$ cat config.mk
export PLATFORM = sky130hd
export DESIGN_NAME = wncc_front
export DESIGN_NICKNAME = d
export VERILOG_FILES = /design/src/hw/rtl/wncc_pkg.sv /design/src/hw/rtl/wncc_front.sv
export SDC_FILE = /design/constraint.sdc
export NUM_CORES = 1
export LEC_CHECK = 0
export BUFFER_PORTS_ARGS = -buffer_cell sky130_fd_sc_hd__buf_2
export CELL_PAD_IN_SITES_DETAIL_PLACEMENT = 0
export CELL_PAD_IN_SITES_GLOBAL_PLACEMENT = 1
export CORE_ASPECT_RATIO = 1.25
export CORE_UTILIZATION = 50
export DETAILED_ROUTE_END_ITERATION = 8
export PLACE_DENSITY = 0.93
export SETUP_SLACK_MARGIN = 0.15
export SYNTH_ARGS = -nofsm -noshare
export SYNTH_HDL_FRONTEND = slang
export SYNTH_SLANG_ARGS = --single-unit
export TNS_END_PERCENT = 5
$ cat constraint.sdc
create_clock -name clk -period 25 [get_ports clk]
set_clock_uncertainty 0.15 [all_clocks]
set_input_delay 6.25 -clock clk [delete_from_list [all_inputs] [get_ports clk]]
set_output_delay 6.25 -clock clk [all_outputs]
set_load 0.1 [all_outputs]
$ cat src/hw/rtl/wncc_pkg.sv
`default_nettype none
// ----------------------------------------------------------------------------
// wncc_pkg: shared types and constants of the window correlation block
// window snapshot carried from the accumulator front to the finish unit
// ----------------------------------------------------------------------------
package wncc_pkg;

	localparam int QUEUE_DEPTH = 2;

	// variance floor is ceil(n^4 / 100000) = ((n^4 + FLOOR_BIAS) >> 5) * FLOOR_RCP >> 71
	localparam logic [63:0] FLOOR_BIAS = 64'd99999;
	localparam logic [59:0] FLOOR_RCP  = 60'd755578637259143235;

	localparam logic [15:0] Q_MAX   = 16'd32767;
	localparam logic [15:0] Q_LIMIT = 16'd32768;

	typedef struct packed {
		logic [15:0] n;
		logic [23:0] s1;
		logic [23:0] s2;
		logic [31:0] s11;
		logic [31:0] s22;
		logic [31:0] s12;
	} snap_t;

	typedef enum logic [2:0] {
		BK_IDLE,
		BK_PREP,
		BK_DIV,
		BK_WIDE,
		BK_SRCH,
		BK_OUT
	} back_state_t;

endpackage
`default_nettype wire

$ cat src/hw/rtl/wncc_front.sv
`default_nettype none
// ----------------------------------------------------------------------------
// wncc_front: pixel pair accumulator
// sums count, pixels, squares and cross products; pushes a snapshot on last
// ----------------------------------------------------------------------------
module wncc_front (
	input  wire logic            clk,
	input  wire logic            arst_n,
	input  wire logic            start,
	input  wire logic [7:0]      ref_pixel,
	input  wire logic [7:0]      search_pixel,
	input  wire logic            last_pixel,
	input  wire logic            full,
	output logic                 busy,
	output logic                 push,
	output wncc_pkg::snap_t      snap
);

	logic [15:0] n_q;
	logic [23:0] s1_q;
	logic [23:0] s2_q;
	logic [31:0] s11_q;
	logic [31:0] s22_q;
	logic [31:0] s12_q;
	logic [15:0] aa;
	logic [15:0] bb;
	logic [15:0] ab;
	logic        accept;

	assign busy   = full;
	assign accept = start && !full;
	assign push   = accept && last_pixel;

	assign aa = {8'b0, ref_pixel} * {8'b0, ref_pixel};
	assign bb = {8'b0, search_pixel} * {8'b0, search_pixel};
	assign ab = {8'b0, ref_pixel} * {8'b0, search_pixel};

	always_comb begin
		snap.n   = n_q + 16'd1;
		snap.s1  = s1_q + {16'b0, ref_pixel};
		snap.s2  = s2_q + {16'b0, search_pixel};
		snap.s11 = s11_q + {16'b0, aa};
		snap.s22 = s22_q + {16'b0, bb};
		snap.s12 = s12_q + {16'b0, ab};
	end

	always_ff @(posedge clk or negedge arst_n) begin
		if (!arst_n) begin
			n_q   <= '0;
			s1_q  <= '0;
			s2_q  <= '0;
			s11_q <= '0;
			s22_q <= '0;
			s12_q <= '0;
		end else if (accept) begin
			if (last_pixel) begin
				n_q   <= '0;
				s1_q  <= '0;
				s2_q  <= '0;
				s11_q <= '0;
				s22_q <= '0;
				s12_q <= '0;
			end else begin
				n_q   <= snap.n;
				s1_q  <= snap.s1;
				s2_q  <= snap.s2;
				s11_q <= snap.s11;
				s22_q <= snap.s22;
				s12_q <= snap.s12;
			end
		end
	end

endmodule
`default_nettype wire

Yosys cells after proc, flatten, opt, wreduce, memory -nomap -nowiden --
Index checks and enable logic that the tools add are counted.
Storage, ports and cells: bits in registers 160, input port bits 21, output and inout port bits 162, word-level logic and storage cells 24
Operators by class: $add $sub $neg 6, multiply operators 3, mux-type cells 6, reductions and logical operators 3
Operators with widths (number):
- 32-bit by 16-bit adder with 32-bit output | 3
- 32-bit 2-to-1 mux | 3
- 24-bit by 8-bit adder with 24-bit output | 2
- 8-bit by 8-bit multiplier with 16-bit output | 3
- 24-bit 2-to-1 mux | 2
- 16-bit by 1-bit adder with 16-bit output, second input constant | 1
- 16-bit 2-to-1 mux | 1
- 1-bit logical AND | 2
- 1-bit zero test | 1

Longest topological paths before layout --
depth in word-level cells 3, depth in mapped cells 20, depth with buffers taken out 18

Worst setup path before layout --
No wires, ideal clock.
kind input -> output, start input ref_pixel[5], end output snap[27] in the netlist's numbering, arrival time 11.921 ns, setup slack 6.679 ns, stages 18, path buffers 2, cell sequence clkbuf_1 -> clkbuf_1 -> nand2_1 -> fa_1 -> inv_1 -> fa_1 -> inv_1 -> fa_1 -> fa_1 -> inv_1 -> ha_1 -> nand2_1 -> o21ai_2 -> a31oi_2 -> o31ai_4 -> and2_1 -> nand2_1 -> xnor2_1
RTL lines:
- start: declaration | line wncc_front.sv:10 | input wire logic [7:0] ref_pixel,
- end: declaration | line wncc_front.sv:16 | output wncc_pkg::snap_t snap

==> impl_metrics.sql <==
INSERT INTO impl_metrics (metric_group, metric, value, unit) VALUES
('setup_path', 'critical_path.reg2reg.endpoint', 's12_q[29]', ''),
('die', 'placement_rows', '73', ''),
('timing', 'rsz0062_at_grt', 'no', ''),
('synth', 'fraction_of_registers_with_async_set_or_reset_after_synthesis', '100', '%'),
('layout', 'multiInputGateArea', '0.0109', 'mm^2'),
('timing', 'slew_headroom', '24.6', '%'),
('layout', 'seqCellArea', '0.00400', 'mm^2'),
('die', 'core_area', '0.0318', 'mm^2'),
('layout', 'diodes', '0', ''),
('synth', 'synthesis.yosys.warnings', '0', ''),
('layout', 'fin_nets', '2246', ''),
('synth', 'synth-xor-area-share', '8.18', '%'),
('layout', 'number_of_inserted_filler_cells_in_the_final_layout', '2887', ''),
('place', 'pre_cts_ws', '6.77', 'ns'),
('clocking', 'worst_skew_pair.late_latency', '0.44', 'ns'),
('global_routing', 'grt_start_max_net_pins', '91', ''),
('synth', 'netlist_area', '0.0162', 'mm^2'),
('die', 'floorplan.io_pins', '183', ''),
('timing', 'min_period', '18.26', 'ns'),
('timing', 'final_hold_viol_count', '0', ''),
('global_routing', 'grt_pass1_wl', '71100', 'um'),
('clocking', 'numCtsBuffers', '17', ''),
('timing', 'fin_ws', '6.74', 'ns'),
('place', 'port_buffers', '182', ''),
('global_routing', 'grt_antenna_before_repair', '0', ''),
('synth', 'synth_top_cells_by_area', 'sky130_fd_sc_hd__dfrtp_1 (25%), sky130_fd_sc_hd__fa_1 (16%), sky130_fd_sc_hd__ha_1 (11%), sky130_fd_sc_hd__inv_1 (6.0%), sky130_fd_sc_hd__xnor2_1 (5.2%)', ''),
('clocking', 'cts.hold.buffers_added', '0', ''),
('synth', 'synth.area.mux_share', '0.248', '%'),
('place', 'dpl.hpwl', '31300', 'um'),
('routing', 'ant_nets', '0', ''),
('die', 'initial_utilization', '50.9', '%'),
('setup_path', 'cp_max_fo', '18', ''),
('timing', 'timing.setup.tns', '0', 'ns'),
('routing', 'via_count', '13520', ''),
('routing', 'route.detailed.vias_per_inst', '5.68', ''),
('synth', 'synth_cells', '1837', ''),
('routing', 'final_routed_wirelength_across_all_metal_layers', '43300', 'um'),
('setup_path', 'worst_r2r_path_depth', '16', ''),
('setup_path', 'worst_ep_required_time', '18.60', 'ns'),
('clocking', 'postCtsSetupBuffers', '0', ''),
('routing', 'drcViolationCount', '0', ''),
('timing', 'finalSetupViolations', '0', ''),
('synth', 'synth-compound-area-share', '17.1', '%'),
('global_routing', 'grt.total_usage', '27.1', '%'),
('setup_path', 'worst-setup-path-type', 'in2out', ''),
('setup_path', 'startpoint_type', 'input pin', ''),
('synth', 'synth_simple_gate_area_share', '14.8', '%'),
('global_routing', 'overflow', '0', ''),
('clocking', 'clock-sinks', '160', ''),
('setup_path', 'timing.critical_path.arrival', '11.86', 'ns'),
('setup_path', 'cp-end-kind', 'output pin', ''),
('synth', 'yosysTopAreaCellShare', '24.8', '%'),
('outcome', 'outcome', 'complete, no violations', ''),
('die', 'fp.dieArea', '0.0331', 'mm^2'),
('synth', 'synth_top_family_by_area', 'adder cells', ''),
('clocking', 'cts_max_level', '4', ''),
('flow_run', 'timing.max_cap.violations', '0', ''),
('routing', 'firstDrtPassIters', '7', ''),
('min_path', 'hold_path.startpoint', 's2_q[0]', ''),
('setup_path', 'critical_path.reg2reg.startpoint', 's12_q[6]', ''),
('min_path', 'hold_depth', '2', ''),
('place', 'gp_congestion', '0.975', ''),
('clocking', 'cts_root_buffer', 'sky130_fd_sc_hd__clkbuf_16', ''),
('timing', 'min_period_over_period', '73.1', '%'),
('timing', 'worstMarginPinSlew', '1.13', 'ns'),
('clocking', 'cts-resized-gates', '0', ''),
('synth', 'synth_seq_area_share', '24.8', '%'),
('synth', 'synth-edff-count', '0', ''),
('routing', 'routed_wire_length_per_instance', '18.2', 'um'),
('global_routing', 'via_count_of_the_first_global_routing_pass', '13826', ''),
('synth', 'synth.avg_cell_area', '8.80', 'um^2');
worst max-delay path: stages:
cell and delay [ns]:
sky130_fd_sc_hd__buf_2 0.34, sky130_fd_sc_hd__and2_1 0.29, sky130_fd_sc_hd__inv_1 0.09, sky130_fd_sc_hd__fa_1 0.52, sky130_fd_sc_hd__inv_1 0.06, sky130_fd_sc_hd__fa_1 0.52
sky130_fd_sc_hd__fa_1 0.44, sky130_fd_sc_hd__fa_1 0.49, sky130_fd_sc_hd__ha_1 0.37, sky130_fd_sc_hd__nand2_1 0.08, sky130_fd_sc_hd__o211ai_1 0.24, sky130_fd_sc_hd__nand2_1 0.16
sky130_fd_sc_hd__a21oi_1 0.44, sky130_fd_sc_hd__a221o_1 0.57, sky130_fd_sc_hd__nand3_1 0.21, sky130_fd_sc_hd__xnor2_1 0.30, sky130_fd_sc_hd__buf_2 0.49
stage by stage:
| step | cell area (um^2) | std cells | hold slack [ns] |
|---|---|---|---|
| final | 17900 | 2380 | 0.338 |
| after global routing | 17900 | 2380 | 0.370 |
| after CTS | 17900 | 2380 | 0.341 |
| after detailed placement | 17300 | 2348 | 0.327 |
| after global placement | 17300 | 2348 | 0.319 |
| after floorplan | 16200 | 1837 | 0.304 |
how the worst max path moves through the flow:
| stage | start | endpoint | slack, ns |
|---|---|---|---|
| 3_3_place_gp | search_pixel[1] | snap[63] | 6.83 |
| 5_1_grt | search_pixel[1] | snap[63] | 6.42 |
| 6_report | search_pixel[1] | snap[63] | 6.74 |
| 4_1_cts | search_pixel[1] | snap[63] | 6.78 |
| 3_5_place_dp | search_pixel[1] | snap[63] | 6.77 |
| 2_1_floorplan | ref_pixel[5] | snap[27] | 6.68 |
final cells by class:
cell class                      instances  share of cell area, %
Timing Repair Buffer                  189                   5.41
Tap cell                              412                   2.88
Multi-Input combinational cell       1329                   60.6
Sequential cell                       160                   22.3
Clock buffer                           17                   2.37
Clock inverter                         15                  0.970
Inverter                              258                   5.40
state kept, by name (all words and copies together) (netlist names):
signal,cells
s12_q,32
n_q,16
s1_q,24
s11_q,32
s22_q,32
s2_q,24
synthesized netlist by cell type (51+ instances only):
| cell type | number |
|---|---|
| sky130_fd_sc_hd__a21oi_1 | 58 |
| sky130_fd_sc_hd__a22o_1 | 51 |
| sky130_fd_sc_hd__and2_1 | 82 |
| sky130_fd_sc_hd__clkbuf_1 | 71 |
| sky130_fd_sc_hd__dfrtp_1 | 160 |
| sky130_fd_sc_hd__fa_1 | 126 |
| sky130_fd_sc_hd__ha_1 | 144 |
| sky130_fd_sc_hd__inv_1 | 257 |
| sky130_fd_sc_hd__nand2_1 | 189 |
| sky130_fd_sc_hd__nand3_1 | 56 |
| sky130_fd_sc_hd__nor2_1 | 67 |
| sky130_fd_sc_hd__o21ai_0 | 136 |
| sky130_fd_sc_hd__xnor2_1 | 96 |
| sky130_fd_sc_hd__xor2_1 | 55 |
cells in the final DEF, fill, tap and decap left out, drive strengths merged, types with 10 or more instances in the layout:
master,n
o21ai,142
a21o,21
ha,144
and2,82
nor2b,10
nor2,68
buf,189
o31ai,39
nand4,10
clkbuf,17
xnor2,96
fa,126
dfrtp,160
and3,26
a21oi,59
xor2,55
nand3,56
a22o,51
or4,11
inv,266
a31oi,34
nand2,191
per-layer routing:
| layer | wire, um | vias to the layer above | track usage [%] |
|---|---|---|---|
| met5 | 0 | - | 0 |
| met2 | 21500 | 377 | 46.3 |
| li1 | - | 6374 | - |
| met1 | 18100 | 6691 | 34.6 |
| met3 | 2490 | 78 | 4.82 |
| met4 | 1210 | 0 | 8.61 |
cells by family after synthesis:
family,Yosys count
and+or+nand+nor,491
DFF,160
AOI/OAI and AO/OA,413
muxes,4
adders and majority gates,270
buffers and inverters,348
xor gates and xnor gates,151
Power is not shown: default switching activity piles up to over one toggle a cycle in this logic, so the estimate is an artifact.
