===== src/hw/rtl/wncc_pkg.sv =====
`default_nettype none
// ----------------------------------------------------------------------------
// wncc_pkg: shared types and constants of the window correlation block
// window snapshot carried from the accumulator front to the finish unit
// ----------------------------------------------------------------------------
package wncc_pkg;

	localparam int QUEUE_DEPTH = 2;

	// variance floor is ceil(n^4 / 100000) = ((n^4 + FLOOR_BIAS) >> 5) * FLOOR_RCP >> 71
	localparam logic [63:0] FLOOR_BIAS = 64'd99999;
	localparam logic [59:0] FLOOR_RCP  = 60'd755578637259143235;

	localparam logic [15:0] Q_MAX   = 16'd32767;
	localparam logic [15:0] Q_LIMIT = 16'd32768;

	typedef struct packed {
		logic [15:0] n;
		logic [23:0] s1;
		logic [23:0] s2;
		logic [31:0] s11;
		logic [31:0] s22;
		logic [31:0] s12;
	} snap_t;

	typedef enum logic [2:0] {
		BK_IDLE,
		BK_PREP,
		BK_DIV,
		BK_WIDE,
		BK_SRCH,
		BK_OUT
	} back_state_t;

endpackage
`default_nettype wire


===== src/hw/rtl/wncc_queue.sv =====
`default_nettype none
// ----------------------------------------------------------------------------
// wncc_queue: snapshot queue
// small register queue between accumulator front and finish unit
// ----------------------------------------------------------------------------
module wncc_queue #(
	parameter int DEPTH = wncc_pkg::QUEUE_DEPTH
) (
	input  wire logic            clk,
	input  wire logic            arst_n,
	input  wire logic            push,
	input  wncc_pkg::snap_t      wdata,
	input  wire logic            pop,
	output wncc_pkg::snap_t      head,
	output logic                 full,
	output logic                 empty
);

	localparam int PW = $clog2(DEPTH);
	localparam int CW = $clog2(DEPTH + 1);

	wncc_pkg::snap_t mem_q [DEPTH];
	logic [PW-1:0]   wp_q;
	logic [PW-1:0]   rp_q;
	logic [CW-1:0]   cnt_q;

	assign full  = (cnt_q == CW'(DEPTH));
	assign empty = (cnt_q == '0);
	assign head  = mem_q[rp_q];

	always_ff @(posedge clk) begin
		if (push) begin
			mem_q[wp_q] <= wdata;
		end
	end

	always_ff @(posedge clk or negedge arst_n) begin
		if (!arst_n) begin
			wp_q  <= '0;
			rp_q  <= '0;
			cnt_q <= '0;
		end else begin
			if (push) begin
				wp_q <= (wp_q == PW'(DEPTH - 1)) ? '0 : wp_q + 1'b1;
			end
			if (pop) begin
				rp_q <= (rp_q == PW'(DEPTH - 1)) ? '0 : rp_q + 1'b1;
			end
			case ({push, pop})
				2'b10:   cnt_q <= cnt_q + 1'b1;
				2'b01:   cnt_q <= cnt_q - 1'b1;
				default: cnt_q <= cnt_q;
			endcase
		end
	end

endmodule
`default_nettype wire


===== config.mk =====
export PLATFORM = sky130hd
export DESIGN_NAME = wncc_queue
export DESIGN_NICKNAME = d
export VERILOG_FILES = /design/src/hw/rtl/wncc_pkg.sv /design/src/hw/rtl/wncc_queue.sv
export SDC_FILE = /design/constraint.sdc
export NUM_CORES = 1
export LEC_CHECK = 0
export BUFFER_PORTS_ARGS = -buffer_cell sky130_fd_sc_hd__buf_2
export CORE_UTILIZATION = 30
export CTS_CLUSTER_DIAMETER = 80
export DETAILED_ROUTE_END_ITERATION = 10
export PLACE_DENSITY = 0.54
export SKIP_LAST_GASP = 1
export SYNTH_ARGS = -nofsm -noshare
export SYNTH_HDL_FRONTEND = slang
export SYNTH_SLANG_ARGS = --single-unit

===== constraint.sdc =====
create_clock -name clk -period 11.7 [get_ports clk]
set_clock_uncertainty 0.1 [all_clocks]
set_input_delay 0.585 -clock clk [delete_from_list [all_inputs] [get_ports clk]]
set_output_delay 0.585 -clock clk [all_outputs]
set_load 0.005 [all_outputs]

=== Yosys cells after proc, flatten, opt, wreduce, memory -nomap -nowiden ===
Memory sizes are Yosys's and may differ from the RTL's.
Cells that the tools add are included.

* Register bits: 4
* RAM bits: 320
* Input port bits: 164
* Output and inout bits: 162
* Word-level logic and storage cells: 18
* Memories kept: 1

* Add/subtract/negate cells: 4
* Equality and inequality tests: 3
* Multiplexer cells: 5
* Reduce and logical (&&, ||, !) cells: 2

{| class="wikitable"
|+ Memory list
! name !! words !! width !! rd ports !! clocked after memory_dff !! write ports !! RTL line !! text
|-
| mem_q || 2 || 160 || 1 || 0 || 1 || wncc_queue.sv:22 || <nowiki>wncc_pkg::snap_t mem_q [DEPTH];</nowiki>
|}

{| class="wikitable"
|+ Operator list
! operator !! count
|-
| $eq A2 B2 Y1 const B || 2
|-
| $mux W1 || 4
|-
| $pmux W2 S2 || 1
|-
| $add A1 B1 Y1 const B || 2
|-
| $add A2 B1 Y2 const B || 1
|-
| $eq A2 B1 Y1 const B || 1
|-
| $logic_not A2 Y1 || 1
|-
| $reduce_bool A2 Y1 || 1
|-
| $sub A2 B1 Y2 const B || 1
|}

=== Depth between registers and ports, before layout ===
Gate-level depths: netlist of run 1.

* Depth after elaboration: 2
* Gate-level depth with buffers: 5

=== Least setup slack after synthesis of run 1 ===
Ideal clock, no wire load.

* Path type: input port to flip-flop
* From: input push
* To: memory mem_q[0][0] in the netlist's numbering (enable)
* Library setup time: 0.686 ns
* Arrival time: 7.343 ns
* Slack: 3.571 ns
* Stages on the path: 2
* Buffers on the path: 0
* Cell sequence: inv_1 -> nor2_1

* Longest elaborated chain between the ends: 2

{| class="wikitable"
|+ Ends and longest elaborated chain
! item !! RTL line !! text
|-
| from (decl) || wncc_queue.sv:11 || <nowiki>input wire logic push,</nowiki>
|-
| $mux W1 || wncc_queue.sv:32 || <nowiki>if (push) begin</nowiki>
|-
| $mux W1 (not written as such) || wncc_queue.sv:33 || <nowiki>mem_q[wp_q] <= wdata;</nowiki>
|-
| to (decl) || wncc_queue.sv:22 ||
|}

No other way between the ends.

==> flow_summary.toml, run 1 <==
[place]
place.gp.congestion = 0.706
placed_cell_area_mm2 = 0.0143
placed_cells = 1353
hpwl_mm = 15.7
port_buffers = 325
dpl_worst_slack_ps = 8380

[floorplan]
die_width_um = 203
die_h_um = 203
core_mm2 = 0.0397
core.rowCount = 73
die_area_mm2 = 0.0411
initial_core_util_pct = 30.4
ios = 326

[timing]
fin_crit_ps = 3740
hold_viol_final = 0
tns_ps = 0
setup_viol = 0
relSlewSlack_pct = 35.5
min_period_over_period_pct = 32.0
rsz0062_at_grt = "no"
worst_slew_pin_slew_ps = 968
fin_ws_ps = 7960
slew_violations = 0
holdWs_ps = 149
fmax_mhz = 267

[drt]
vias = 5991
wirelength_mm = 23.9
wl_per_cell_um = 16.8
ant_nets = 0
viasPerCell = 4.22
drt-initial-drc-count = 198
drcViolationCount = 0
dr.pass1.iters = 4

[pwr]
pwr-share-comb_pct = 26.4
switchingPower_w = 0.000955
powerDensity_mw_per_mm2 = 237
p_sw_share_pct = 26.2
internal-power_w = 0.00269
pwr-share-seq_pct = 45.0
leakage_nw = 5.96
p_clk_share_pct = 28.7
irDropWorstVdd_mv = 0.123

[setup_path]
crit_type = "reg -> out"
start_kind = "register"
arrival_ps = 3050
worstPathRequired_ps = 11020
endpoint_kind = "primary output"
worst-path-max-fanout = 62

[run_status]
outcome = "finished, final reports clean"

[global_route]
first_global_vias = 6282
antenna_found_initial = 6
grt_max_degree = 67
grt_pass1_wl_mm = 35.6
grt-ovfl-total = 0
grt_use_total_pct = 11.4

[synthesis]
postSynthAreaPerCell_um2 = 23.5
ys_types = 13
yosys_warnings = 0
syn-cell-area_mm2 = 0.0121
syn_nets = 679
syn_inst = 514
ys_ff_latch = 324
ys_seq_area_share_pct = 80.3

[clock_tree]
htreeDepth = 2
cts.clk_slew.worst_paths_ps = 60
cts_buffers = 36
root_buffer = "clkbuf_16"
cts_sinks = 324
cts_tree = "done"
clockBufferDepth = 3
postCtsSetupRepairBufs = 0
clock_latency_ps = 510

[finish]
area_delta_synth_final_pct = 27.2
nets = 1032
final_design_area_no_fill_mm2 = 0.0154
instances_no_fill = 1418
drive_gt1_share_pct = 61.1

[job]
drv_cap = 0

[min_path]
hold_class = "in -> reg"
kinds of logic (layout without fill, tap and decap cells):
family                   count (synthesis)  in the layout  share of synthesized area [%]
adder cells (fa/ha/maj)                  1              1                          0.103
buffers and inverters                   19            396                           1.35
other                                    0              2                              0
XOR/XNOR                                 5              5                          0.362
flip-flops                             324            324                           80.3
AND/OR/NAND/NOR                          5              5                          0.197
multiplexers                           160            160                           17.7
synth_stat cells, drive strengths merged:
cell type  count  area (um^2)
buf           18          159
mux2         160         2140
nor2b          1         6.26
nor2           3         11.3
xnor2          2         17.5
and2           1         6.26
edfxtp       320         9610
inv            1         3.75
ha             1         12.5
dfrtp          4          100
xor2           3         26.3
path summary, 6_finish.rpt:
path / slack, ps / startpoint / end / depth (start not counted)
worst max-delay path: 7960 / rp_q / head[34] / 3
worst min-delay path: 150 / wdata[6] / mem_q[1][6] / 1
worst max register to register: 9210 / wp_q / mem_q[0][124] / 3
worst min register to register: 380 / cnt_q[1] / cnt_q[1] / 1
max in group asynchronous: 11060 / arst_n / rp_q / 2
min in group asynchronous: 300 / arst_n / cnt_q[1] / 2
per-layer routing:
| metal | track usage [%] | vias to the layer above | share of wire, % |
|---|---|---|---|
| met5 | 0 | - | 0.21 |
| met4 | 4.78 | 8 | 3.0 |
| met3 | 4.98 | 55 | 8.4 |
| met2 | 18.0 | 215 | 47 |
| met1 | 13.6 | 2950 | 41 |
| li1 | - | 2763 | - |
what timing repair did:
item | CTS | global route
resized for setup | 0 | 0
hold buffers | 1 | 0
endpoints found under the hold margin | 4 | 0
sequential cells by signal, summed over array words and instances (netlist names):
register  flops
rp_q          1
wp_q          1
mem_q       320
cnt_q         2
stage by stage:
stage,utilization [%],power (W)
2_1_floorplan,-,0.00231
5_1_grt,38.7,0.00384
3_5_place_dp,35.9,0.00266
6_report,38.7,0.00364
4_1_cts,38.7,0.00373
3_3_place_gp,35.9,0.00265
power groups by stage:
stage	combinational [W]	clock (W)	sequential [W]
2_1_floorplan	0.000664	0	0.00165
5_1_grt	0.00104	0.00113	0.00167
3_5_place_dp	0.000991	0	0.00167
4_1_cts	0.000995	0.00109	0.00165
3_3_place_gp	0.000991	0	0.00166
6_report	0.000960	0.00104	0.00164
critical path: stages, from the launching register on:
cell and delay, ps:
dfrtp_4 1060, buf_4 800, mux2_2 420, buf_2 130
layout make-up:
cell class | instances | area, um^2
diodes | 2 | 5.00
clock buffers | 46 | 960
clock inverters | 16 | 128
fillers | 3755 | 24300
inverters | 1 | 3.75
multi-input cells | 171 | 2230
flip-flops and latches | 324 | 9710
well taps | 525 | 657
repair buffers | 333 | 1690
layout by cell type (no fill, tap or decap), types with 2 or more instances in the layout:
cell type,Yosys,layout
bufinv_16,0,2
mux2_2,70,70
diode_2,0,2
nor2_1,3,2
buf_2,7,325
clkbuf_1,0,9
buf_4,0,7
clkbuf_16,0,37
edfxtp_1,320,320
dfrtp_1,4,3
clkinv_1,0,4
xnor2_1,2,2
mux2_4,90,90
clkinv_2,0,9
xor2_1,3,3
Power figures use the tool's default switching activity.
==> inputs of run 2 (changes only) <==
- clock period: 11.7 -> 3.74 ns (I/O delays scaled with it)
==> flow_summary.toml, run 2 (synthesis gave the netlist of run 1 again) <==
[run_status]
outcome = "finished, final reports clean"

[pwr]
internal-power_w = 0.00859
powerDensity_mw_per_mm2 = 679
p_clk_share_pct = 27.9
irDropWorstVdd_mv = 0.394
leakage_nw = 6.70
pwr-share-comb_pct = 28.4
switchingPower_w = 0.00306
p_sw_share_pct = 26.3
power_w = 0.0116
pwr-share-seq_pct = 43.7

[clock_tree]
cts_tree = "done"
root_buffer = "clkbuf_16"
postCtsSetupRepairBufs = 0
clock_latency_ps = 520
clockBufferDepth = 3
htreeDepth = 2
cts_buffers = 36
cts_sinks = 324
cts.clk_slew.worst_paths_ps = 60

[drt]
viasPerCell = 4.19
wirelength_mm = 25.3
drt-initial-drc-count = 206
ant_nets = 0
drcViolationCount = 0
vias = 6656
wl_per_cell_um = 16.0
dr.pass1.iters = 4

[floorplan]
die_width_um = 203
die_area_mm2 = 0.0411
core.rowCount = 73
initial_core_util_pct = 30.4
core_mm2 = 0.0397
die_h_um = 203
ios = 326

[global_route]
antenna_found_initial = 2
first_global_vias = 7153
grt_use_total_pct = 12.1
grt_max_degree = 88
grt-ovfl-total = 0
grt_pass1_wl_mm = 38.1

[place]
hpwl_mm = 16.0
port_buffers = 325
place.gp.congestion = 0.717
placed_cells = 1363

[min_path]
hold_class = "in -> reg"

[setup_path]
crit_family = "flip-flops"
worst-path-max-fanout = 49
endpoint_kind = "primary output"
start_kind = "register"
worstPathRequired_ps = 3450
crit_path_top_delay_cell = "dfrtp_4"
critPathBufInv = 2
cp_cell_sequence = "buf_4 -> mux2_4 -> buf_2"
worst_path_largest_cell_delay_ps = 960
crit_type = "reg -> out"
arrival_ps = 2440

[finish]
final_util_pct = 43.2
most-common-layout-cells = "buf_2 (325), edfxtp_1 (320), dlygate4sd3_1 (164)"
instances_no_fill = 1587
largest_register = "mem_q"
nets = 1205
largest_reg_flops = 320
drive_gt1_share_pct = 51.8
fillers = 3584
area_delta_synth_final_pct = 41.8
reg_top3 = "mem_q (320), cnt_q (2)"
final_common_cell = "buf_2"

[timing]
hold_viol_final = 0
rsz0062_at_grt = "no"
holdWs_ps = 280
fin_crit_ps = 2720
setup_viol = 0
fmax_mhz = 367
worst_slew_pin_slew_ps = 914
relSlewSlack_pct = 38.9
slew_violations = 0
min_period_over_period_pct = 72.8
tns_ps = 0

[job]
drv_cap = 0
run 2: final cells by class:
cell class / count / area, um^2 / share of cell area, %
Multi-Input combinational cell: 171 / 2230 / 13.0
Clock inverter: 14 / 115 / 0.671
Antenna cell: 1 / 2.50 / 0.0146
Timing Repair Buffer: 506 / 3470 / 20.2
Tap cell: 525 / 657 / 3.83
Inverter: 1 / 3.75 / 0.0219
Sequential cell: 324 / 9710 / 56.6
Clock buffer: 45 / 956 / 5.57
run 2: what timing repair did:
action / in CTS / in global routing
setup endpoints to repair: 0 / 0
hold buffers: 164 / 0
endpoints found under the hold margin: 327 / 0
resized for setup: 0 / 0
run 2: power groups by stage:
stage	logic, W	registers [W]	clock network (W)
3_3_place_gp	0.00326	0.00516	0
3_5_place_dp	0.00325	0.00518	0
2_1_floorplan	0.00208	0.00506	0
6_report	0.00331	0.00509	0.00325
4_1_cts	0.00340	0.00510	0.00337
5_1_grt	0.00357	0.00517	0.00349
run 2: metrics by stage:
step	setup WS [ps]	area, um^2
6_report	1020	17100
5_1_grt	871	17100
4_1_cts	919	17100
3_5_place_dp	1510	14400
3_3_place_gp	1510	14400
2_1_floorplan	423	12100
run 2: path summary, 6_finish.rpt:
kind | from | to | slack [ps] | cells past startpoint
setup / recovery | rp_q | head[116] | 1020 | 3
hold / removal | wdata[36] | mem_q[0][36] | 280 | 2
setup reg to reg | wp_q | mem_q[0][24] | 1730 | 2
hold reg to reg | cnt_q[1] | cnt_q[1] | 380 | 1
max in group asynchronous | arst_n | rp_q | 2860 | 3
min in group asynchronous | arst_n | cnt_q[1] | 480 | 3
run 2: routing by layer:
| layer | up-vias | track usage (%) | share of wire, % |
|---|---|---|---|
| met2 | 210 | 20.2 | 49 |
| met1 | 3291 | 14.1 | 41 |
| met4 | 2 | 5.61 | 2.9 |
| met5 | - | 0 | 0.039 |
| met3 | 50 | 3.90 | 7.2 |
| li1 | 3103 | - | - |
