===== src/hw/rtl/wncc_pkg.sv =====
`default_nettype none
// ----------------------------------------------------------------------------
// wncc_pkg: shared types and constants of the window correlation block
// window snapshot carried from the accumulator front to the finish unit
// ----------------------------------------------------------------------------
package wncc_pkg;

	localparam int QUEUE_DEPTH = 2;

	// variance floor is ceil(n^4 / 100000) = ((n^4 + FLOOR_BIAS) >> 5) * FLOOR_RCP >> 71
	localparam logic [63:0] FLOOR_BIAS = 64'd99999;
	localparam logic [59:0] FLOOR_RCP  = 60'd755578637259143235;

	localparam logic [15:0] Q_MAX   = 16'd32767;
	localparam logic [15:0] Q_LIMIT = 16'd32768;

	typedef struct packed {
		logic [15:0] n;
		logic [23:0] s1;
		logic [23:0] s2;
		logic [31:0] s11;
		logic [31:0] s22;
		logic [31:0] s12;
	} snap_t;

	typedef enum logic [2:0] {
		BK_IDLE,
		BK_PREP,
		BK_DIV,
		BK_WIDE,
		BK_SRCH,
		BK_OUT
	} back_state_t;

endpackage
`default_nettype wire


===== src/hw/rtl/wncc_back.sv =====
`default_nettype none
// ----------------------------------------------------------------------------
// wncc_back: correlation finish unit
// sequencer around one 32x32 multiplier: moments, floor by reciprocal,
// wide products and a bitwise search for the rounded Q1.15 quotient
// ----------------------------------------------------------------------------
module wncc_back (
	input  wire logic            clk,
	input  wire logic            arst_n,
	input  wire logic            empty,
	input  wncc_pkg::snap_t      head,
	output logic                 pop,
	output logic                 done,
	output logic signed [15:0]   correlation
);

	wncc_pkg::back_state_t state_q, state_d;

	logic [15:0]        n_q;
	logic [23:0]        s1_q;
	logic [23:0]        s2_q;
	logic [31:0]        s11_q;
	logic [31:0]        s22_q;
	logic [31:0]        s12_q;
	logic [47:0]        t_q;
	logic signed [48:0] num_q;
	logic signed [48:0] v1_q;
	logic signed [48:0] v2_q;
	logic [31:0]        n2_q;
	logic [63:0]        dv_q;
	logic [47:0]        floor_q;
	logic [95:0]        prod_q;
	logic [95:0]        nsq_q;
	logic [95:0]        den_q;
	logic [31:0]        sq_q;
	logic [15:0]        q_q;
	logic [63:0]        mul_q;
	logic [127:0]       acc_q;
	logic [2:0]         step_q;
	logic               ph_q;
	logic [3:0]         bit_q;
	logic               done_q;
	logic [15:0]        corr_q;

	logic [31:0]  opa;
	logic [31:0]  opb;
	logic [1:0]   shsel;
	logic [127:0] shifted;
	logic [127:0] acc_next;
	logic [47:0]  mv1;
	logic [47:0]  mv2;
	logic [47:0]  mnum;
	logic         same_sign;
	logic [15:0]  cand;
	logic [16:0]  odd;
	logic         fit;
	logic [47:0]  src_a;
	logic [47:0]  src_b;
	logic [1:0]   dlimb;
	logic [15:0]  res;

	function automatic logic [31:0] limb(input logic [47:0] x, input logic hi);
		return hi ? {16'b0, x[47:32]} : x[31:0];
	endfunction

	function automatic logic [31:0] limb64(input logic [63:0] x, input logic hi);
		return hi ? x[63:32] : x[31:0];
	endfunction

	assign mv1  = v1_q[48] ? 48'(-v1_q) : v1_q[47:0];
	assign mv2  = v2_q[48] ? 48'(-v2_q) : v2_q[47:0];
	assign mnum = num_q[48] ? 48'(-num_q) : num_q[47:0];
	assign same_sign = (!v1_q[48] && v1_q != '0 && !v2_q[48] && v2_q != '0)
		|| (v1_q[48] && v2_q[48]);

	assign cand = q_q | (16'd1 << bit_q);
	assign odd  = {cand, 1'b0} - 17'd1;
	assign src_a = step_q[2] ? mnum : mv1;
	assign src_b = step_q[2] ? mnum : mv2;
	assign dlimb = step_q[1:0] - 2'd1;

	always_comb begin
		case (shsel)
			2'd1:    shifted = {32'b0, mul_q, 32'b0};
			2'd2:    shifted = {mul_q, 64'b0};
			default: shifted = {64'b0, mul_q};
		endcase
	end

	assign acc_next = acc_q + shifted;
	assign fit = (acc_next <= {nsq_q, 32'b0}) && (cand <= wncc_pkg::Q_LIMIT);

	always_comb begin
		if (num_q == '0) begin
			res = '0;
		end else if (!num_q[48]) begin
			res = (q_q > wncc_pkg::Q_MAX) ? wncc_pkg::Q_MAX : q_q;
		end else begin
			res = 16'd0 - q_q;
		end
	end

	// next state
	always_comb begin
		state_d = state_q;
		case (state_q)
			wncc_pkg::BK_IDLE: if (!empty) state_d = wncc_pkg::BK_PREP;
			wncc_pkg::BK_PREP: if (ph_q && step_q == 3'd7) state_d = wncc_pkg::BK_DIV;
			wncc_pkg::BK_DIV:  if (ph_q && step_q == 3'd3) state_d = wncc_pkg::BK_WIDE;
			wncc_pkg::BK_WIDE: if (ph_q && step_q == 3'd7) state_d = wncc_pkg::BK_SRCH;
			wncc_pkg::BK_SRCH: begin
				if (ph_q && step_q[1:0] == 2'd3 && bit_q == 4'd0) begin
					state_d = wncc_pkg::BK_OUT;
				end
			end
			wncc_pkg::BK_OUT:  state_d = wncc_pkg::BK_IDLE;
			default:           state_d = wncc_pkg::BK_IDLE;
		endcase
	end

	// outputs and multiplier operands
	always_comb begin
		pop   = 1'b0;
		opa   = '0;
		opb   = '0;
		shsel = 2'd0;
		case (state_q)
			wncc_pkg::BK_IDLE: pop = !empty;
			wncc_pkg::BK_PREP: begin
				case (step_q)
					3'd0: begin opa = {16'b0, n_q}; opb = s12_q; end
					3'd1: begin opa = {8'b0, s1_q}; opb = {8'b0, s2_q}; end
					3'd2: begin opa = {16'b0, n_q}; opb = s11_q; end
					3'd3: begin opa = {8'b0, s1_q}; opb = {8'b0, s1_q}; end
					3'd4: begin opa = {16'b0, n_q}; opb = s22_q; end
					3'd5: begin opa = {8'b0, s2_q}; opb = {8'b0, s2_q}; end
					3'd6: begin opa = {16'b0, n_q}; opb = {16'b0, n_q}; end
					default: begin opa = n2_q; opb = n2_q; end
				endcase
			end
			wncc_pkg::BK_DIV: begin
				opa   = limb64({5'b0, dv_q[63:5]}, step_q[1]);
				opb   = limb64({4'b0, wncc_pkg::FLOOR_RCP}, step_q[0]);
				shsel = {1'b0, step_q[1]} + {1'b0, step_q[0]};
			end
			wncc_pkg::BK_WIDE: begin
				opa   = limb(src_a, step_q[1]);
				opb   = limb(src_b, step_q[0]);
				shsel = {1'b0, step_q[1]} + {1'b0, step_q[0]};
			end
			wncc_pkg::BK_SRCH: begin
				if (step_q[1:0] == 2'd0) begin
					opa = {15'b0, odd};
					opb = {15'b0, odd};
				end else begin
					opa   = sq_q;
					shsel = dlimb;
					case (dlimb)
						2'd0:    opb = den_q[31:0];
						2'd1:    opb = den_q[63:32];
						default: opb = den_q[95:64];
					endcase
				end
			end
			default: pop = 1'b0;
		endcase
	end

	assign done        = done_q;
	assign correlation = $signed(corr_q);

	always_ff @(posedge clk) begin
		mul_q <= {32'b0, opa} * {32'b0, opb};
		case (state_q)
			wncc_pkg::BK_IDLE: begin
				n_q   <= head.n;
				s1_q  <= head.s1;
				s2_q  <= head.s2;
				s11_q <= head.s11;
				s22_q <= head.s22;
				s12_q <= head.s12;
				acc_q <= '0;
				q_q   <= '0;
			end
			wncc_pkg::BK_PREP: begin
				if (ph_q) begin
					case (step_q)
						3'd1:    num_q <= $signed({1'b0, t_q}) - $signed({1'b0, mul_q[47:0]});
						3'd3:    v1_q  <= $signed({1'b0, t_q}) - $signed({1'b0, mul_q[47:0]});
						3'd5:    v2_q  <= $signed({1'b0, t_q}) - $signed({1'b0, mul_q[47:0]});
						3'd6:    n2_q  <= mul_q[31:0];
						3'd7:    dv_q  <= mul_q + wncc_pkg::FLOOR_BIAS;
						default: t_q   <= mul_q[47:0];
					endcase
				end
			end
			wncc_pkg::BK_DIV: begin
				if (ph_q) begin
					if (step_q == 3'd3) begin
						floor_q <= acc_next[118:71];
						acc_q   <= '0;
					end else begin
						acc_q <= acc_next;
					end
				end
			end
			wncc_pkg::BK_WIDE: begin
				if (ph_q) begin
					if (step_q == 3'd3) begin
						prod_q <= acc_next[95:0];
						acc_q  <= '0;
					end else if (step_q == 3'd7) begin
						nsq_q <= acc_next[95:0];
						acc_q <= '0;
						den_q <= (same_sign && prod_q > {48'b0, floor_q}) ? prod_q
							: {48'b0, floor_q};
					end else begin
						acc_q <= acc_next;
					end
				end
			end
			wncc_pkg::BK_SRCH: begin
				if (ph_q) begin
					if (step_q[1:0] == 2'd0) begin
						sq_q  <= mul_q[31:0];
						acc_q <= '0;
					end else if (step_q[1:0] == 2'd3) begin
						acc_q <= '0;
						if (fit) begin
							q_q <= cand;
						end
					end else begin
						acc_q <= acc_next;
					end
				end
			end
			wncc_pkg::BK_OUT: corr_q <= res;
			default: acc_q <= acc_q;
		endcase
	end

	always_ff @(posedge clk or negedge arst_n) begin
		if (!arst_n) begin
			state_q <= wncc_pkg::BK_IDLE;
			step_q  <= '0;
			ph_q    <= 1'b0;
			bit_q   <= 4'd15;
			done_q  <= 1'b0;
		end else begin
			state_q <= state_d;
			done_q  <= (state_q == wncc_pkg::BK_OUT);
			case (state_q)
				wncc_pkg::BK_IDLE: begin
					step_q <= '0;
					ph_q   <= 1'b0;
					bit_q  <= 4'd15;
				end
				wncc_pkg::BK_PREP, wncc_pkg::BK_WIDE: begin
					ph_q <= !ph_q;
					if (ph_q) begin
						step_q <= step_q + 3'd1;
					end
				end
				wncc_pkg::BK_DIV: begin
					ph_q <= !ph_q;
					if (ph_q) begin
						step_q <= (step_q == 3'd3) ? 3'd0 : step_q + 3'd1;
					end
				end
				wncc_pkg::BK_SRCH: begin
					ph_q <= !ph_q;
					if (ph_q) begin
						if (step_q[1:0] == 2'd3) begin
							step_q <= '0;
							bit_q  <= bit_q - 4'd1;
						end else begin
							step_q <= step_q + 3'd1;
						end
					end
				end
				default: step_q <= '0;
			endcase
		end
	end

endmodule
`default_nettype wire


===== config.mk =====
export PLATFORM = sky130hd
export DESIGN_NAME = wncc_back
export DESIGN_NICKNAME = d
export VERILOG_FILES = /design/src/hw/rtl/wncc_pkg.sv /design/src/hw/rtl/wncc_back.sv
export SDC_FILE = /design/constraint.sdc
export NUM_CORES = 2
export LEC_CHECK = 0
export BUFFER_PORTS_ARGS = -buffer_cell sky130_fd_sc_hd__buf_4
export CORE_MARGIN = 5
export CORE_UTILIZATION = 60
export DETAILED_ROUTE_END_ITERATION = 12
export PLACE_DENSITY = 0.79
export SYNTH_ARGS = -nofsm -noshare
export SYNTH_HDL_FRONTEND = slang
export SYNTH_SLANG_ARGS = --single-unit

===== constraint.sdc =====
create_clock -name clk -period 37.5 [get_ports clk]
set_input_delay 5.625 -clock clk [delete_from_list [all_inputs] [get_ports clk]]
set_output_delay 5.625 -clock clk [all_outputs]
set_load 0.03 [all_outputs]

After elaboration in Yosys (flattened, before gate mapping)
Cells that the tools add are included.
{"block": "word_totals", "register_bits": 1055, "latch_bits": 0, "ram_bits": 0, "rom_bits": 0, "input_bits": 163, "output_inout_bits": 18, "wordCells": 177, "memories": 0}
{"block": "op_classes", "add_sub_neg": 12, "mul": 1, "div": 0, "order_cmp": 4, "n_eq_ne": 28, "n_shift": 1, "muxes": 53, "bitwise": 3, "reduce_logical": 48}
{"op": "$mux W128", "count": 8}
{"op": "$pmux W128 S4", "count": 1}
{"op": "$mux W48", "count": 6}
{"op": "$pmux W128 S2", "count": 1}
{"op": "$pmux W32 S4", "count": 2}
{"op": "$pmux W32 S6", "count": 1}
{"op": "$mux W32", "count": 5}
{"op": "$neg A48 Y48", "count": 3}
{"op": "$add A128 B128 Y128", "count": 1}
{"op": "$le A128 B128 Y1", "count": 1}
{"op": "$reduce_bool A49 Y1", "count": 2}
{"op": "$gt A96 B48 Y1", "count": 1}
{"op": "$mux W16", "count": 6}
{"op": "$pmux W32 S3", "count": 1}
{"op": "$add A64 B17 Y64 const B", "count": 1}
{"op": "$mul A32 B32 Y64", "count": 1}
{"op": "$pmux W32 S2", "count": 1}
{"op": "$logic_not A49 Y1", "count": 1}
{"op": "$sub A48 B48 Y49", "count": 1}
{"op": "$reduce_and A3 Y1", "count": 11}
{"op": "$pmux W16 S2", "count": 1}
{"op": "$mux W31", "count": 1}
{"op": "$mux W3", "count": 10}
{"op": "$ne A2 B2 Y1 const B", "count": 12}
{"op": "other kinds (37)", "count": 71}

Logic depth before layout (Yosys ltp)
{"block": "logic_depth", "word_depth": 13, "ltp_mapped": 46, "ltp_nobuf": 41}

Least setup slack after synthesis
OpenSTA, ideal clock, no wires.
{"block": "synth_timing", "path_kind": "register to register", "from": "register step_q[2]", "to": "register den_q[0] (enable)", "setup_time_ns": 0.979, "arrival_ns": 15.174, "t_required_ns": 36.521, "path_slack_ns": 21.347, "stages_incl_launch_ff": 11, "n_path_buf": 7, "synth_period_minus_slack_ns": 16.153, "cell_sequence": "dfrtp_1 -> clkbuf_1 -> inv_1 -> clkbuf_1 -> clkbuf_1 -> clkbuf_1 -> ha_1 -> clkbuf_1 -> clkbuf_1 -> clkbuf_1 -> nor3_1"}
{"block": "synth_between", "elab_chain_cells": 3, "elab_cells_between_ends": 4, "cone_classes": "eq/ne: 2; bitwise: 1; reduce/logical: 1"}
{"item": "start: declaration", "line": "wncc_back.sv:39", "rtl": "logic [2:0] step_q;"}
{"item": "start signal: assignment", "line": "wncc_back.sv:261", "rtl": "step_q <= step_q + 3'd1;"}
{"item": "start signal: assignment", "line": "wncc_back.sv:267", "rtl": "step_q <= (step_q == 3'd3) ? 3'd0 : step_q + 3'd1;"}
{"item": "start signal: assignment", "line": "wncc_back.sv:277", "rtl": "step_q <= step_q + 3'd1;"}
{"item": "$eq A3 B2 Y1", "line": "wncc_back.sv:209", "rtl": "if (step_q == 3'd3) begin"}
{"item": "$not A1 Y1 (no line)"}
{"item": "$reduce_and A4 Y1 (no line) *"}
{"item": "end signal: assignment", "line": "wncc_back.sv:215", "rtl": "den_q <= (same_sign && prod_q > {48'b0, floor_q}) ? prod_q"}
{"item": "end: declaration", "line": "wncc_back.sv:34", "rtl": "logic [95:0] den_q;"}
Every way passes the cells marked *; elsewhere a longest branch is shown, timed or not.
A chain may end at the register's enable or synchronous reset.

Worst setup path in the final report
{"block": "layout_timing", "from": "register bit_q[0]", "to": "register mul_q[63]"}
{"block": "layout_between", "elab_chain_cells": 6, "elab_cells_between_ends": 8, "cone_classes": "add/sub: 1; mul: 1; shift: 1; mux: 4; bitwise: 1"}
{"item": "start: declaration", "line": "wncc_back.sv:41", "rtl": "logic [3:0] bit_q;"}
{"item": "start signal: assignment", "line": "wncc_back.sv:275", "rtl": "bit_q <= bit_q - 4'd1;"}
{"item": "$shl A1 B4 Y16 *", "line": "wncc_back.sv:76", "rtl": "assign cand = q_q | (16'd1 << bit_q);"}
{"item": "$or A16 B16 Y16 *", "line": "wncc_back.sv:76"}
{"item": "$sub A17 B1 Y17 *", "line": "wncc_back.sv:77", "rtl": "assign odd = {cand, 1'b0} - 17'd1;"}
{"item": "$mux W32", "line": "wncc_back.sv:152", "rtl": "if (step_q[1:0] == 2'd0) begin"}
{"item": "$pmux W32 S4", "line": "wncc_back.sv:127", "rtl": "case (state_q)"}
{"item": "$mul A32 B32 Y64 *", "line": "wncc_back.sv:173", "rtl": "mul_q <= {32'b0, opa} * {32'b0, opb};"}
{"item": "end signal: assignment", "line": "wncc_back.sv:173"}
{"item": "end: declaration", "line": "wncc_back.sv:37", "rtl": "logic [63:0] mul_q;"}
Marked as above.

==> impl_metrics.yaml <==
run_status:
  status: "complete, but fails checks"
  violations: "max-capacitance violations"
global_route:
  grt_pass1_vias: 75414
  antenna_found_initial: 31
  grt_pass1_wl_um: 510000
  gr-usage-all-layers_pct: 43.6
  grt_overflow: 0
  grt_max_degree: 91
sta:
  timing_hold_violations_final: 0
  setup_tns_ns: 0
  finalMaxSlewViolations: 0
  relSlewSlack_pct: 0.769
  setup_viol: 0
  tightest_slew_ns: 1.47
  skew_ns: 0.136
  fmax_ghz: 0.0753
  post-route-period-util_pct: 35.4
  min_period_ns: 13.29
  grt_setup_unrepaired: "no"
cts:
  cts_hold_buffers: 0
  cts_resized: 0
  cts.clk_slew.worst_paths_ns: 0.06
  cts_tree: "built"
  clock_sinks: 1050
  cts_buffer_depth: 3
  numCtsBuffers: 115
  clk_latency_ns: 0.80
  postCtsSetupRepairBufs: 0
  cts-root-buf: "clkbuf_16"
  htreeDepth: 3
pwr:
  netSwitchingPower_w: 0.000522
  power.share.clock_pct: 48.4
  p_int_w: 0.00195
  power_density_nw_per_um2: 24.7
  pwr-share-seq_pct: 51.0
  pwr-share-comb_pct: 0.6
  ir_drop_mv: 0.0497
  switching_share_pct: 21.1
  leakagePower_nw: 43.5
worst_setup_path:
  slowest_stage: "o21ai_0"
  cp_common_cell: "fa_1"
  worstPathArrival_ns: 13.86
  cp-startpoint: "bit_q[0]$_DFFE_PN1P_"
  crit_fanout: 32
  required_ns: 38.08
  r2r_setup_slack_ns: 24.21
  worst_r2r_path_depth: 36
  start_kind: "register"
  reg2reg_to: "mul_q[63]$_DFF_P_"
  endpoint_kind: "register"
  cpPeakStageDelay_ns: 1.15
  critPathKind: "reg -> reg"
  timing.rr.start: "bit_q[0]$_DFFE_PN1P_"
place:
  dp.cells: 11305
  place_congestion: 1.06
  hpwl_um: 273000
  port_buffers: 180
  placedInstanceArea_sq_um: 96400
floorplanning:
  die-area_sq_um: 161000
  rows: 143
  start_util_pct: 60.4
  die_h_um: 401
  die_w_um: 401
  num_io_pins: 181
  core_sq_um: 152000
hold_path:
  holdPathEnd: "bit_q[1]$_DFFE_PN1P_"
  hold_path_class: "reg -> reg"
  holdPathStages: 2
  holdCritStartpoint: "bit_q[1]$_DFFE_PN1P_"
cells_and_area:
  stdcell_area_sq_um: 100000
  layout-area-overhead-vs-synth_pct: 9.30
  final_nets: 11056
  fin_util_pct: 66.0
  final_cells: 11547
  drive_gt1_share_pct: 8.54
yosys:
  ys_ff_latch: 1050
  syn_inst: 9298
  synth-edff-count: 974
  synth.distinct_cells: 90
  synth_top_area_cell: "edfxtp_1"
  synth.cell_area_sq_um: 91800
  async_flop_share_pct: 1.14
  syn-num-nets: 10962
  ys_warn_count: 0
  yosysMostFrequentCell: "inv_1"
  yosys-top-cells-area: "edfxtp_1 (32%), fa_1 (20%), ha_1 (8.2%), inv_1 (5.3%), nand2_1 (4.3%)"
  synth_top_area_share_pct: 31.9
  syn_area_per_cell_sq_um: 9.88
  yosys_most_used_dff: "edfxtp_1"
  synth_common_cells: "inv_1 (1301), nand2_1 (1045), edfxtp_1 (974)"
  seq_area_frac_synth_pct: 33.6
route:
  wl_per_cell_um: 30.8
  drtIter0Drc: 10596
  drt_wl_total_um: 355000
  vias_per_cell: 6.51
  ant_nets: 0
  drc: 0
  vias: 75118
  drt_pass1_iterations: 13
flow_run:
  max_cap_violations: 1
==> power groups by stage <==
stage / Sequential [W] / Clock (W) / Combinational, W
6_report: 0.00126 / 0.00120 / 0.0000147
5_1_grt: 0.00126 / 0.00125 / 0.0000153
4_1_cts: 0.00126 / 0.00119 / 0.0000146
3_5_place_dp: 0.00129 / 0 / 0.0000146
3_3_place_gp: 0.00129 / 0 / 0.0000143
2_1_floorplan: 0.00129 / 0 / 0.000000219
==> critical path, delay by kind of cell, from the launching register on <==
| kind | cells | cell delay (ns) |
|---|---|---|
| compound gates | 11 | 5.56 |
| xor+xnor | 2 | 0.32 |
| fa+ha+maj | 10 | 4.83 |
| simple gates | 5 | 1.09 |
| flops | 1 | 0.58 |
| buf+inv | 8 | 0.65 |
==> worst max path at each step <==
stage,end,slack (ns),depth (start not counted)
CTS,mul_q[63]$_DFF_P_,24.47,37
floorplan,den_q[0]$_DFFE_PP_,21.35,10
global route,mul_q[61]$_DFF_P_,23.77,36
global placement,mul_q[63]$_DFF_P_,24.74,37
detailed placement,mul_q[63]$_DFF_P_,24.62,37
finish,mul_q[63]$_DFF_P_,24.21,36
==> layer usage <==
layer	vias up	track usage, %	wire length (um)
met5	-	0	214
met4	25	30.4	31800
met3	1293	14.3	46200
met2	5224	65.7	155000
met1	36915	53.2	123000
li1	31661	-	-
==> stage by stage <==
step	worst slack, ns	total power [W]	hold WS, ns
after global placement	24.74	0.00130	0.519
after floorplan	21.35	0.00129	0.406
after global routing	23.77	0.00252	0.569
after detailed placement	24.62	0.00130	0.530
after CTS	24.47	0.00247	0.542
final	24.21	0.00247	0.540
==> flip-flops by register name, indices dropped and copies added, names as in the netlist, 49 cells and up <==
name and cells:
num_q 49, v2_q 49, acc_q 128, nsq_q 96, den_q 96, dv_q 59, mul_q 64, prod_q 96
v1_q 49
==> kinds of logic after synthesis <==
kind of cell	count (synthesis)	synth area share, %
AOI/OAI and AO/OA	1698	12.2
buffers and inverters	1753	7.22
muxes	115	1.36
and+or+nand+nor	2745	13.7
xor gates and xnor gates	436	4.16
DFF	1050	33.6
adders and majority gates	1501	27.8
==> cell usage in the layout, fill, tap and decap left out, types with 38 or more instances in the layout <==
cell / count
a222oi_1: 55
ha_1: 599
o211ai_1: 75
nand2b_1: 59
or3_1: 39
nor4_1: 42
fa_1: 898
edfxtp_1: 974
mux2i_1: 38
xor2_1: 159
o21ai_0: 354
nand2_1: 1045
a21o_1: 198
and2_1: 274
nor2b_1: 59
mux2_2: 77
nor2_1: 767
nand4_1: 131
a31oi_1: 63
clkbuf_16: 116
a211oi_1: 53
o21bai_1: 59
dfxtp_1: 64
a21oi_1: 430
nor3_1: 71
and3_1: 48
a22oi_1: 50
o31ai_1: 63
inv_1: 1299
o21a_1: 46
nand3_1: 81
buf_4: 427
xnor2_1: 266
==> cell type report <==
cell class,instances,area [sq um]
Fill cell,11938,51700
Tap cell,2030,2540
Clock inverter,64,847
Multi-Input combinational cell,6495,54900
Timing Repair Buffer,427,3210
Clock buffer,148,3070
Antenna cell,30,75.1
Sequential cell,1050,30800
Inverter,1303,4900
(Power assumes the default switching activity.)
